### config.mk
export PLATFORM = sky130hd
export DESIGN_NAME = password_obfuscation_decoder
export DESIGN_NICKNAME = d
export VERILOG_FILES = /design/src/rtl/pod_pkg.sv /design/src/rtl/pod_seq.sv /design/src/rtl/pod_dp.sv /design/src/rtl/password_obfuscation_decoder.sv
export SDC_FILE = /design/constraint.sdc
export NUM_CORES = 1
export LEC_CHECK = 0
export ABC_AREA = 1
export BUFFER_PORTS_ARGS = -buffer_cell sky130_fd_sc_hd__buf_2
export CORE_ASPECT_RATIO = 0.5
export CORE_MARGIN = 2
export CORE_UTILIZATION = 62
export DETAILED_ROUTE_END_ITERATION = 8
export GPL_TIMING_DRIVEN = 1
export PLACE_DENSITY = 0.8
export SYNTH_ARGS = -nofsm -noshare
export SYNTH_HDL_FRONTEND = slang
export SYNTH_SLANG_ARGS = --single-unit
### constraint.sdc
create_clock -name clk -period 5.5 [get_ports clk]
set_clock_uncertainty 0.1 [all_clocks]
set_input_delay 0.275 -clock clk [delete_from_list [all_inputs] [get_ports clk]]
set_output_delay 0.275 -clock clk [all_outputs]
set_load 0.03 [all_outputs]
### src/rtl/pod_pkg.sv
// Shared types, constants, microcode table and key helper for the password decoder.
`timescale 1ns / 1ps

package pod_pkg;

	// Printable range '!'..'~'
	localparam logic [7:0] FIRST_PRINT = 8'd33;
	localparam logic [7:0] PRINT_RANGE = 8'd94;
	localparam int unsigned CharW = 7;
	localparam int unsigned StepW = 3;

	typedef logic [StepW-1:0] step_t;
	typedef logic [CharW-1:0] char_t;

	// Microcode step addresses
	localparam step_t STEP_LOAD   = 3'd0;
	localparam step_t STEP_INIT   = 3'd1;
	localparam step_t STEP_READ   = 3'd2;
	localparam step_t STEP_CALC   = 3'd3;
	localparam step_t STEP_EMIT   = 3'd4;
	localparam step_t STEP_NEXT   = 3'd5;
	localparam step_t STEP_FLUSH  = 3'd6;
	localparam step_t STEP_SINGLE = 3'd7;

	// Datapath operations
	typedef enum logic [2:0] {
		OP_NONE,
		OP_LOAD,
		OP_INIT,
		OP_READ,
		OP_CALC,
		OP_EMIT,
		OP_FLUSH,
		OP_SINGLE
	} op_t;

	// Jump conditions
	typedef enum logic [2:0] {
		C_NEVER,
		C_ALWAYS,
		C_NOT_FIN,
		C_SINGLE,
		C_HIT,
		C_MORE
	} cond_t;

	typedef struct packed {
		logic  in_ready;
		logic  wait_out;
		op_t   op;
		cond_t cond;
		step_t target;
	} ctrl_word_t;

	typedef struct packed {
		logic fin;
		logic single;
		logic hit;
		logic lastc;
		logic obusy;
	} dp_status_t;

	// Control store: one word per step
	function automatic ctrl_word_t ucode_rom(input step_t step);
		ctrl_word_t cw;
		cw = '{in_ready: 1'b0, wait_out: 1'b0, op: OP_NONE, cond: C_NEVER, target: STEP_LOAD};
		unique case (step)
			STEP_LOAD: begin
				cw = '{in_ready: 1'b1, wait_out: 1'b0, op: OP_LOAD, cond: C_NOT_FIN,
					target: STEP_LOAD};
			end
			STEP_INIT: begin
				cw = '{in_ready: 1'b0, wait_out: 1'b0, op: OP_INIT, cond: C_SINGLE,
					target: STEP_SINGLE};
			end
			STEP_READ: begin
				cw = '{in_ready: 1'b0, wait_out: 1'b0, op: OP_READ, cond: C_NEVER,
					target: STEP_LOAD};
			end
			STEP_CALC: begin
				cw = '{in_ready: 1'b0, wait_out: 1'b0, op: OP_CALC, cond: C_NEVER,
					target: STEP_LOAD};
			end
			STEP_EMIT: begin
				cw = '{in_ready: 1'b0, wait_out: 1'b1, op: OP_EMIT, cond: C_HIT,
					target: STEP_LOAD};
			end
			STEP_NEXT: begin
				cw = '{in_ready: 1'b0, wait_out: 1'b0, op: OP_NONE, cond: C_MORE,
					target: STEP_READ};
			end
			STEP_FLUSH: begin
				cw = '{in_ready: 1'b0, wait_out: 1'b1, op: OP_FLUSH, cond: C_ALWAYS,
					target: STEP_LOAD};
			end
			STEP_SINGLE: begin
				cw = '{in_ready: 1'b0, wait_out: 1'b1, op: OP_SINGLE, cond: C_ALWAYS,
					target: STEP_LOAD};
			end
		endcase
		return cw;
	endfunction

	// Key character to key value: (c - '!') mod 94
	function automatic char_t reduce_key(input char_t c);
		logic [7:0] v;
		v = {1'b0, c} - FIRST_PRINT;
		if ({1'b0, c} < FIRST_PRINT) begin
			v = {1'b0, c} + PRINT_RANGE - FIRST_PRINT;
		end else if (v == PRINT_RANGE) begin
			v = 8'd0;
		end
		return v[CharW-1:0];
	endfunction

endpackage

### src/rtl/pod_seq.sv
// Microcode sequencer: step counter, control store lookup and conditional jumps.
`timescale 1ns / 1ps

module pod_seq (
	input  logic                clk,
	input  logic                arst_n,
	input  pod_pkg::dp_status_t st,
	output pod_pkg::ctrl_word_t cw
);

	pod_pkg::step_t step_q;
	logic           take;
	logic           stall;

	// Fetch the control word of the current step
	assign cw = pod_pkg::ucode_rom(step_q);

	// Hold while the step waits on a full output register
	assign stall = cw.wait_out && st.obusy;

	// Evaluate the jump condition
	always_comb begin
		take = 1'b0;
		unique case (cw.cond)
			pod_pkg::C_NEVER:   take = 1'b0;
			pod_pkg::C_ALWAYS:  take = 1'b1;
			pod_pkg::C_NOT_FIN: take = !st.fin;
			pod_pkg::C_SINGLE:  take = st.single;
			pod_pkg::C_HIT:     take = st.hit;
			pod_pkg::C_MORE:    take = !st.lastc;
			default:            take = 1'b0;
		endcase
	end

	// Advance, jump or hold
	always_ff @(posedge clk or negedge arst_n) begin
		if (!arst_n) begin
			step_q <= pod_pkg::STEP_LOAD;
		end else if (!stall) begin
			if (take) begin
				step_q <= cw.target;
			end else begin
				step_q <= step_q + pod_pkg::StepW'(1);
			end
		end
	end

endmodule

### src/rtl/pod_dp.sv
// Datapath: key and body stores, load counters, key sum, decode and output register.
`timescale 1ns / 1ps

module pod_dp #(
	parameter int unsigned MAX_ID_SIZE = 32,
	parameter int unsigned MAX_KEYS    = 6
) (
	input  logic                clk,
	input  logic                arst_n,
	input  pod_pkg::ctrl_word_t cw,
	output pod_pkg::dp_status_t st,
	input  logic                cfg_we,
	input  logic [2:0]          cfg_wdata,
	input  logic                s_valid,
	input  pod_pkg::char_t      s_char,
	input  logic                s_last,
	input  logic                s_empty,
	output logic                m_valid,
	input  logic                m_ready,
	output pod_pkg::char_t      m_char,
	output logic                m_char_valid,
	output logic                m_last,
	output logic                m_status
);

	localparam int unsigned BodyLen = MAX_ID_SIZE - 1;
	localparam int unsigned PosCap  = MAX_ID_SIZE + MAX_KEYS;
	localparam int unsigned PosW    = $clog2(PosCap + 1);
	localparam int unsigned KtW     = $clog2(MAX_KEYS + 1);
	localparam int unsigned KeyAw   = (MAX_KEYS > 1) ? $clog2(MAX_KEYS) : 1;
	localparam int unsigned BodyAw  = $clog2(BodyLen);
	localparam int unsigned KcW     = (KtW > 3) ? KtW : 3;
	localparam int unsigned IdxW    = BodyAw + 3;

	// Configuration and load state
	logic [2:0]        key_count_q;
	logic [PosW-1:0]   pos_q;
	logic [KtW-1:0]    kt_q;
	logic [KeyAw-1:0]  ph_q [MAX_KEYS];
	logic              single_q;
	logic              single_status_q;

	// Stores
	pod_pkg::char_t    key_mem  [MAX_KEYS];
	pod_pkg::char_t    body_mem [BodyLen];
	pod_pkg::char_t    body_rd_q;
	pod_pkg::char_t    keya_rd_q;
	pod_pkg::char_t    keyb_rd_q;
	logic              keyb_ok_q;

	// Decode state
	logic [BodyAw-1:0] i_q;
	logic [2:0]        rem_q;
	logic [BodyAw-1:0] q_q;
	pod_pkg::char_t    prefix_q;
	pod_pkg::char_t    d_q;
	logic              hit_q;
	logic              lastc_q;
	logic              pend_valid_q;
	pod_pkg::char_t    pend_char_q;

	// Output register
	logic              out_valid_q;
	pod_pkg::char_t    out_char_q;
	logic              out_cv_q;
	logic              out_last_q;
	logic              out_status_q;

	logic              exec;
	logic              acc;
	logic              kvalid;
	logic [KeyAw-1:0]  kidx;
	logic              key_take;
	logic [PosW-1:0]   b_idx;
	logic              body_we;
	logic [PosW-1:0]   pos_nx;
	logic [KtW-1:0]    kt_nx;
	logic              len_ok;
	logic [7:0]        sum_a;
	logic [7:0]        sum_b;
	pod_pkg::char_t    rk;
	pod_pkg::char_t    kvb;
	pod_pkg::char_t    d;
	pod_pkg::char_t    prefix_nx;
	logic [7:0]        body8;
	logic [7:0]        rk8;
	logic              rem_wrap;
	logic              load_out;

	// Step execution and input acceptance
	assign exec   = !(cw.wait_out && out_valid_q && !m_ready);
	assign acc    = s_valid && cw.in_ready;
	assign kvalid = (key_count_q != 3'd0) && (KcW'(key_count_q) <= KcW'(MAX_KEYS));
	assign kidx   = KeyAw'(key_count_q - 3'd1);

	// Sort the incoming item into key or body
	assign key_take = kvalid && (KcW'(kt_q) < KcW'(key_count_q)) &&
		(kt_q < KtW'(MAX_KEYS)) && (ph_q[kidx] == '0);
	assign b_idx    = pos_q - PosW'(kt_q);
	assign body_we  = !key_take && (pos_q >= PosW'(kt_q)) && (b_idx < PosW'(BodyLen));
	assign pos_nx   = (pos_q < PosW'(PosCap)) ? pos_q + PosW'(1) : pos_q;
	assign kt_nx    = key_take ? kt_q + KtW'(1) : kt_q;
	assign len_ok   = kvalid && (pos_nx == PosW'(BodyLen) + PosW'(key_count_q)) &&
		(KcW'(kt_nx) == KcW'(key_count_q));

	// Status toward the sequencer
	assign st.fin    = acc && (s_last || s_empty);
	assign st.single = single_q;
	assign st.hit    = hit_q;
	assign st.lastc  = lastc_q;
	assign st.obusy  = out_valid_q && !m_ready;

	// Hold the key count register
	always_ff @(posedge clk or negedge arst_n) begin
		if (!arst_n) begin
			key_count_q <= 3'd6;
		end else if (cfg_we) begin
			key_count_q <= cfg_wdata;
		end
	end

	// Count positions, keys and per-modulus phases during load
	always_ff @(posedge clk or negedge arst_n) begin
		if (!arst_n) begin
			pos_q           <= '0;
			kt_q            <= '0;
			single_q        <= 1'b0;
			single_status_q <= 1'b0;
			for (int j = 0; j < MAX_KEYS; j++) begin
				ph_q[j] <= '0;
			end
		end else if (acc) begin
			if (s_empty || s_last) begin
				pos_q           <= '0;
				kt_q            <= '0;
				single_q        <= s_empty || !len_ok;
				single_status_q <= s_empty ? !kvalid : 1'b1;
				for (int j = 0; j < MAX_KEYS; j++) begin
					ph_q[j] <= '0;
				end
			end else begin
				pos_q <= pos_nx;
				kt_q  <= kt_nx;
				if (pos_q < PosW'(PosCap)) begin
					for (int j = 0; j < MAX_KEYS; j++) begin
						ph_q[j] <= (ph_q[j] == KeyAw'(j)) ? '0 : ph_q[j] + KeyAw'(1);
					end
				end
			end
		end
	end

	// Write the stores and read them for one body character
	always_ff @(posedge clk) begin
		if (acc && !s_empty && key_take) begin
			key_mem[kt_q[KeyAw-1:0]] <= pod_pkg::reduce_key(s_char);
		end
		if (acc && !s_empty && body_we) begin
			body_mem[b_idx[BodyAw-1:0]] <= s_char;
		end
		if (exec && cw.op == pod_pkg::OP_READ) begin
			body_rd_q <= body_mem[BodyAw'(BodyLen - 1) - i_q];
			keya_rd_q <= key_mem[rem_q[KeyAw-1:0]];
			keyb_rd_q <= key_mem[q_q[KeyAw-1:0]];
			keyb_ok_q <= IdxW'(q_q) < IdxW'(key_count_q);
		end
	end

	// Running key sum and subtract-and-wrap
	always_comb begin
		kvb       = keyb_ok_q ? keyb_rd_q : '0;
		sum_a     = {1'b0, prefix_q} + {1'b0, keya_rd_q};
		rk        = (sum_a >= pod_pkg::PRINT_RANGE) ?
			pod_pkg::CharW'(sum_a - pod_pkg::PRINT_RANGE) : sum_a[pod_pkg::CharW-1:0];
		sum_b     = {1'b0, prefix_q} + {1'b0, kvb};
		prefix_nx = (sum_b >= pod_pkg::PRINT_RANGE) ?
			pod_pkg::CharW'(sum_b - pod_pkg::PRINT_RANGE) : sum_b[pod_pkg::CharW-1:0];
		body8     = {1'b0, body_rd_q};
		rk8       = {1'b0, rk};
		if (body8 >= rk8 + pod_pkg::FIRST_PRINT) begin
			d = pod_pkg::CharW'(body8 - rk8);
		end else begin
			d = pod_pkg::CharW'(body8 + pod_pkg::PRINT_RANGE - rk8);
		end
		rem_wrap  = (rem_q + 3'd1) == key_count_q;
	end

	// Advance the decode index, key slot and prefix sum
	always_ff @(posedge clk or negedge arst_n) begin
		if (!arst_n) begin
			i_q          <= '0;
			rem_q        <= '0;
			q_q          <= '0;
			prefix_q     <= '0;
			hit_q        <= 1'b0;
			lastc_q      <= 1'b0;
			pend_valid_q <= 1'b0;
		end else if (exec) begin
			unique case (cw.op)
				pod_pkg::OP_INIT: begin
					i_q          <= '0;
					rem_q        <= '0;
					q_q          <= '0;
					prefix_q     <= '0;
					pend_valid_q <= 1'b0;
				end
				pod_pkg::OP_CALC: begin
					hit_q   <= d == pod_pkg::FIRST_PRINT[pod_pkg::CharW-1:0];
					lastc_q <= i_q == BodyAw'(BodyLen - 1);
					i_q     <= i_q + BodyAw'(1);
					if (rem_wrap) begin
						rem_q    <= '0;
						q_q      <= q_q + BodyAw'(1);
						prefix_q <= prefix_nx;
					end else begin
						rem_q <= rem_q + 3'd1;
					end
				end
				pod_pkg::OP_EMIT: begin
					pend_valid_q <= !hit_q;
				end
				default: begin
				end
			endcase
		end
	end

	// Hold decoded characters
	always_ff @(posedge clk) begin
		if (exec && cw.op == pod_pkg::OP_CALC) begin
			d_q <= d;
		end
		if (exec && cw.op == pod_pkg::OP_EMIT) begin
			pend_char_q <= d_q;
		end
	end

	// Load the output register; drop the item once taken
	assign load_out = exec && ((cw.op == pod_pkg::OP_EMIT && (pend_valid_q || hit_q)) ||
		cw.op == pod_pkg::OP_FLUSH || cw.op == pod_pkg::OP_SINGLE);

	always_ff @(posedge clk or negedge arst_n) begin
		if (!arst_n) begin
			out_valid_q <= 1'b0;
		end else if (load_out) begin
			out_valid_q <= 1'b1;
		end else if (m_ready) begin
			out_valid_q <= 1'b0;
		end
	end

	always_ff @(posedge clk) begin
		if (load_out) begin
			priority if (cw.op == pod_pkg::OP_SINGLE) begin
				out_char_q   <= '0;
				out_cv_q     <= 1'b0;
				out_last_q   <= 1'b1;
				out_status_q <= single_status_q;
			end else if (cw.op == pod_pkg::OP_FLUSH || pend_valid_q) begin
				out_char_q   <= pend_char_q;
				out_cv_q     <= 1'b1;
				out_last_q   <= (cw.op == pod_pkg::OP_FLUSH) || hit_q;
				out_status_q <= 1'b0;
			end else begin
				out_char_q   <= '0;
				out_cv_q     <= 1'b0;
				out_last_q   <= 1'b1;
				out_status_q <= 1'b0;
			end
		end
	end

	assign m_valid      = out_valid_q;
	assign m_char       = out_char_q;
	assign m_char_valid = out_cv_q;
	assign m_last       = out_last_q;
	assign m_status     = out_status_q;

	// Load counters stay within their caps
	a_kt_bound: assert property (@(posedge clk) disable iff (!arst_n)
		kt_q <= KtW'(MAX_KEYS))
		else $error("keys taken beyond key store depth");

	a_pos_bound: assert property (@(posedge clk) disable iff (!arst_n)
		pos_q <= PosW'(PosCap))
		else $error("position count beyond cap");

	// A single-item result goes out as a closing item without a character
	a_single: assert property (@(posedge clk) disable iff (!arst_n)
		exec && cw.op == pod_pkg::OP_SINGLE |=> out_valid_q && out_last_q && !out_cv_q)
		else $error("single result not loaded as closing item");

	// A terminator closes the result and leaves nothing pending
	a_hit: assert property (@(posedge clk) disable iff (!arst_n)
		exec && cw.op == pod_pkg::OP_EMIT && hit_q |=> out_valid_q && out_last_q &&
		!pend_valid_q)
		else $error("terminator did not close the result");

endmodule

### src/rtl/password_obfuscation_decoder.sv
// Top level of the password obfuscation decoder: stream ports, sequencer and datapath.
// Load: one character item per cycle; keys and body go to their stores as they arrive.
// Finish: an init step, then the read, compute, emit and branch steps of the microcode
// loop per decoded body character, and a flush step to close; a terminator ends the
// loop at its emit step. An error or an empty string goes from init to a single step.
// A stalled sink holds the emit, flush and single steps.
// Input is not taken while a string decodes; one output register decouples the sink.
// Reset (arst_n low): counters and handshakes clear, key count becomes 6; stores keep
// no reset value and are only read where written in the current string.
`timescale 1ns / 1ps

module password_obfuscation_decoder #(
	parameter int unsigned MAX_ID_SIZE = 32,
	parameter int unsigned MAX_KEYS    = 6
) (
	input  logic       clk,
	input  logic       arst_n,
	input  logic       cfg_we,
	input  logic [2:0] cfg_wdata,      // key_count
	input  logic       s_axis_tvalid,
	output logic       s_axis_tready,
	input  logic [7:0] s_axis_tdata,   // [6:0] cipher_char, [7] zero
	input  logic       s_axis_tlast,   // final character of the string
	input  logic [0:0] s_axis_tuser,   // [0] empty_string
	output logic       m_axis_tvalid,
	input  logic       m_axis_tready,
	output logic [7:0] m_axis_tdata,   // [6:0] plain_char, [7] zero
	output logic       m_axis_tlast,   // end_of_result
	output logic [1:0] m_axis_tuser    // [0] char_valid, [1] status
);

	pod_pkg::ctrl_word_t cw;
	pod_pkg::dp_status_t st;
	pod_pkg::char_t      out_char;
	logic                out_cv;
	logic                out_status;

	pod_seq u_seq (
		.clk    (clk),
		.arst_n (arst_n),
		.st     (st),
		.cw     (cw)
	);

	pod_dp #(
		.MAX_ID_SIZE (MAX_ID_SIZE),
		.MAX_KEYS    (MAX_KEYS)
	) u_dp (
		.clk          (clk),
		.arst_n       (arst_n),
		.cw           (cw),
		.st           (st),
		.cfg_we       (cfg_we),
		.cfg_wdata    (cfg_wdata),
		.s_valid      (s_axis_tvalid),
		.s_char       (s_axis_tdata[6:0]),
		.s_last       (s_axis_tlast),
		.s_empty      (s_axis_tuser[0]),
		.m_valid      (m_axis_tvalid),
		.m_ready      (m_axis_tready),
		.m_char       (out_char),
		.m_char_valid (out_cv),
		.m_last       (m_axis_tlast),
		.m_status     (out_status)
	);

	// Take items only in the load step
	assign s_axis_tready = cw.in_ready;
	assign m_axis_tdata  = {1'b0, out_char};
	assign m_axis_tuser  = {out_status, out_cv};

endmodule

After elaboration in Yosys (flattened, before gate mapping)
Memory sizes are Yosys's and may differ from the RTL's. A register that Yosys moved wholly into a read port is not among the register bits.
Cells that the tools add are included.
Word-level totals
  register bits: 84
  latch bits: 0
  bits in writable memories: 259
  memory bits (read-only): 88
  output and inout bits: 13
  word-level logic and storage cells: 187
  memories: 3
Operators by class
  add/subtract/negate cells: 27
  $mul: 0
  div/mod/pow operators: 0
  magnitude comparators: 12
  equal/unequal tests: 23
  shift-type cells: 0
  muxes and demuxes: 40
  bitwise gates (word level): 3
  reductions and logical operators: 52
Memory list
  u_dp.body_mem: depth 31, width 7, read ports 1, clocked after memory_dff 1, wr ports 1, line pod_dp.sv:45  | pod_pkg::char_t body_mem [BodyLen];
  (no name shown): depth 8, width 11, read ports 1, clocked after memory_dff 0, wr ports 0, line pod_pkg.sv:67  | unique case (step)
  u_dp.key_mem: depth 6, width 7, read ports 2, clocked after memory_dff 2, wr ports 1, line pod_dp.sv:44  | pod_pkg::char_t key_mem [MAX_KEYS];
Operators with widths (count)
  $mux W7: 8
  $mux W18: 2
  $mux W3: 12
  $add A3 B1 Y3 const B: 9
  $eq A3 B3 Y1 const B: 8
  $logic_and A1 B1 Y1: 22
  $pmux W5 S2: 2
  $eq A3 B2 Y1 const B: 6
  $add A7 B7 Y8: 2
  $ge A8 B7 Y1 const B: 2
  $add A7 B7 Y7 const B: 2
  $pmux W7 S2: 1
  $sub A7 B7 Y7: 2
  $sub A7 B7 Y7 const B: 2
  $mux W6: 2
  $add A5 B1 Y5 const B: 2
  $reduce_and A2 Y1: 5
  $bmux W3 S3: 1
  $logic_not A1 Y1: 9
  $add A7 B6 Y8 const B: 1
  $eq A8 B7 Y1 const B: 1
  $ge A7 B8 Y1: 1
  $mux W1: 8
  $reduce_bool A2 Y1: 4
  33 further kinds: 43

Longest topological paths before layout
  depth after elaboration: 13
  gate-level depth with buffers: 30
  depth with buffers taken out: 30

By module
A second synthesis with hierarchy kept.
Unflattened totals
  cells, all modules: 1732
  area total of the unflattened synthesis: 17879.6 um2
Modules (own cells, without submodules)
  pod_dp: times used 1, cells each 1672, area each 17495.5 um2
  pod_seq: times used 1, cells each 56, area each 357.8 um2
  password_obfuscation_decoder: times used 1, cells each 4, area each 26.3 um2

Worst setup path before layout
OpenSTA, ideal clock, no wires.
  path type: register to register
  from: reg u_dp.prefix_q[0]
  to: reg u_dp.hit_q
  arrival time: 3.865 ns
  data required time: 5.284 ns
  path slack: 1.419 ns
  stages on the path, launching flop included: 30
  buffers on the path: 0
  period minus slack after synthesis: 4.081 ns
  cells stage by stage: dfrtp_1 -> ha_1 -> fa_1 -> xor2_2 -> inv_2 -> nor2_2 -> nand3_2 -> nand2_2 -> nand2_4 -> nand2_4 -> nand2_1 -> nand2_1 -> inv_1 -> ha_1 -> inv_1 -> ha_1 -> a21boi_0 -> o21ai_0 -> nand2_1 -> a21oi_1 -> o21ai_0 -> nor2_1 -> o21bai_1 -> nand3_4 -> inv_2 -> nand3_1 -> nand2_1 -> nor2_1 -> nand2_1 -> nand2_1
On the way
  longest elaborated chain between the ends: 7
  elaborated cells on any way between the ends: 10
  classes of those cells: add/sub (5); order compare (2); eq/ne (1); mux (2)
RTL lines
  start, declared: line pod_dp.sv:55  | pod_pkg::char_t prefix_q;
  start signal, assigned: line pod_dp.sv:214  | prefix_q <= prefix_nx;
  $add A7 B7 Y8 (*): line pod_dp.sv:172  | sum_a = {1'b0, prefix_q} + {1'b0, keya_rd_q};
  $sub A7 B7 Y7 / $ge A8 B7 Y1 (equally long branches): line pod_dp.sv:174, pod_dp.sv:173
  $mux W7 (*): line pod_dp.sv:173  | rk = (sum_a >= pod_pkg::PRINT_RANGE) ?
  $add A7 B6 Y8: line pod_dp.sv:180  | if (body8 >= rk8 + pod_pkg::FIRST_PRINT) begin
  $ge A7 B8 Y1: line pod_dp.sv:180
  $mux W7 (*): line pod_dp.sv:180
  named net u_dp.d[6]: line pod_dp.sv:83  | pod_pkg::char_t d;
  $eq A7 B6 Y1 (*): line pod_dp.sv:208  | hit_q <= d == pod_pkg::FIRST_PRINT[pod_pkg::CharW-1:0];
  end signal, assigned: line pod_dp.sv:208
  end, declared: line pod_dp.sv:57  | logic hit_q;
The timed path passes the listed nets; every way through them passes the cells marked *.
A chain may end at the register's enable or synchronous reset.

Final worst setup path
Same ends and word-level chain as after synthesis.

==> run summary <==
WL/cell - 19.4 µm
Post-DP HPWL - 27300 µm
CP Class - flop to flop
Setup TNS - 0 ns
EDFF count, synth - 305
Antenna-violating nets left - 0
Port Buf Inserts - 28
Max clock buf depth - 3
Wirelength, routed - 41800 µm
Row count - 43
Reg2reg end - u_dp.hit_q
Vias per cell - 6.16
Crit-path most repeated cell - nand2_1
Nets - 1842
Vias in the first global route - 12939
Crit path DAT - 5.12 ns
Synth cell types - 56
Drt drc - 0
Final Critical Period - 4.73 ns
Cts bufs inserted - 31
Crit path launch - u_dp.prefix_q[0]
Yosys top cell area share - 51.3%
Io pins - 31
Area growth syn-to-layout - 9.56%
Crit share post-route - 86.0%
Final Setup Violations - 0
Slew @ Worst Pin - 1.23 ns
Syn Inst Count - 1727
Worst setup path endpoint - u_dp.hit_q
Drt first-iter violations - 1703
Die Ht - 124 µm
CTS Sinks - 364
Synthesized area - 17800 µm²
Vias - 13289
Gr ovfl total - 0
Slew Limit Fails - 0
Reg2Reg Depth - 30
Avg Inst Size Synth - 10.3 µm²
Worst hold path class - input pin to flop
Primary FF master, synth - edfxtp_1
Min-Delay Startpoint - s_axis_tlast
Slowest stage cell, crit path - o21bai_1
Antenna cells - 0
Maxcap violations - 0
FFs w/ async S/R, synth - 16.2%
FMAX - 211 MHz
Slew HR - 17.4%
Core area - 28000 µm²
Global-route wire length before repair - 66600 µm
RSZ-0062 raised after global routing - false
Status - finished, final reports clean
Worst-Skew Late Latency - 0.59 ns
Area contributors post-synth - edfxtp_1 (51%), dfrtp_1 (8.0%), o21ai_0 (6.2%)
Layout cells sized above 1 - 7.16%
Cell taking the most area after synthesis - edfxtp_1
GPL Wtd Cong - 0.949
Root Buffer - clkbuf_16
GRT Overall Usage - 28.1%
Critical Path Sink Type - flop
Post-CTS Setup Inserts - 0
CTS tree - yes
Final hold viol count - 0
Antenna violations before repair - 0
Startpoint Class - flop
Sequential fraction of the synthesis area - 59.6%
Yosys warns - 0
Yosys reg bits - 364
1st-pass router iterations - 6
R2r startpoint - u_dp.prefix_q[0]
Worst-path maximum fanout - 8
Req. time, crit path - 5.89 ns
Die width - 244 µm
Die area - 30200 µm²
Htree depth - 1
Initial Util - 63.8%
Synthesized net count - 1819
Pin count of the biggest net entering global routing - 109
FF-to-FF setup slack - 0.77 ns
Reg clk slew, reported paths - 0.07 ns
Crit-path max cell delay - 0.50 ns
Fill cells - 1909
[Yosys cell counts, drive strengths merged, types with 5 or more instances]
master  number
edfxtp     305
nor2       229
o21ai      223
nand2      213
inv        211
nand3       73
ha          68
a21oi       62
dfrtp       57
clkbuf      50
o22ai       44
xor2        33
o211ai      24
o221ai      21
a31oi       14
nor3        13
nand4       12
buf         10
xnor2       10
a221oi       7
fa           6
clkinv       5
nor4         5
[what timing repair did]
action	in CTS	in global routing
resized for setup	0	0
hold endpoints to repair	63	0
hold buffers	13	0
[registers in the layout, indices dropped and copies added (netlist names), 6 cells and up]
register,flops
u_dp.ph_q,18
u_dp.keya_rd_q,7
u_dp.prefix_q,7
u_dp.pos_q,6
u_dp.m_char,7
u_dp.d_q,7
u_dp.keyb_rd_q,7
u_dp.body_mem,217
u_dp.body_rd_q,7
u_dp.key_mem,42
u_dp.pend_char_q,7
[final cells by class]
cell class	count	area, µm²	share of cell area, %
Clock buffer	34	787	4.03
Clock inverter	23	323	1.65
Sequential cell	364	10600	54.4
Timing Repair Buffer	50	338	1.73
Tap cell	382	478	2.45
Multi-Input combinational cell	1087	6170	31.6
Inverter	216	811	4.15
[cells by family (layout without fill, tap and decap cells)]
kind of cell | Yosys count | in the layout | share of synthesized area, %
other cells | 1 | 1 | 0.0210
fa+ha+maj | 74 | 74 | 5.44
buf+inv | 276 | 323 | 5.91
compound gates | 415 | 415 | 13.5
xor+xnor | 43 | 43 | 2.15
simple gates | 554 | 554 | 13.3
flops | 364 | 364 | 59.6
[layer usage]
layer,vias to the layer above,routed length (µm),track usage (%)
li1,6074,-,-
met1,6384,17200,37.9
met2,730,19900,47.9
met3,101,3570,3.79
met4,0,1150,9.22
met5,-,0,0
[placed cells by master, fill, tap and decap left out, drive strengths merged, types with 4 or more instances in the layout]
cell type,synthesis,routed
fa,6,6
nor3,13,13
nor2,229,229
xnor2,10,10
a31oi,14,14
o21bai,4,4
clkinv,5,17
dfrtp,57,57
a41oi,4,4
nor4,5,5
ha,68,68
o211ai,24,24
clkbuf,50,34
nand3,73,73
o21ai,223,223
nand4,12,12
a221oi,7,7
a21oi,62,62
bufinv,0,8
dlygate4sd3,0,13
buf,10,37
edfxtp,305,305
o221ai,21,21
nand2,213,213
inv,211,214
o22ai,44,44
xor2,33,33
[worst max-delay path: cells and delay by family (launching register included)]
kind | cells | cell delay, ns
AOI/OAI and AO/OA | 2 | 0.66
xor gates and xnor gates | 1 | 0.16
adders and majority gates | 4 | 1.18
buffers and inverters | 3 | 0.27
DFF | 1 | 0.42
and+or+nand+nor | 20 | 1.84
[worst min path at each step]
stage               slack (ns)  cells after the start                   to
finish                    0.06                      4         u_dp.kt_q[0]
global route              0.09                      4         u_dp.kt_q[2]
CTS                       0.04                      4         u_dp.kt_q[0]
detailed placement        0.31                      0  u_dp.pend_char_q[1]
global placement          0.30                      0  u_dp.pend_char_q[0]
floorplan                -0.12                      0           u_dp.hit_q
[through the flow]
step	hold slack [ns]	utilization, %	cell area [µm²]	instances	setup WS [ns]
3_5_place_dp	0.308	65.4	18300	2086	0.804
3_3_place_gp	0.302	65.4	18300	2086	1.02
4_1_cts	0.0404	69.8	19500	2156	0.791
2_1_floorplan	-0.121	-	17800	1727	1.42
6_report	0.0597	69.9	19500	2156	0.770
5_1_grt	0.0874	69.9	19500	2156	0.341
Power is not shown: default switching activity piles up to over one toggle a cycle in this logic, so the estimate is an artifact.
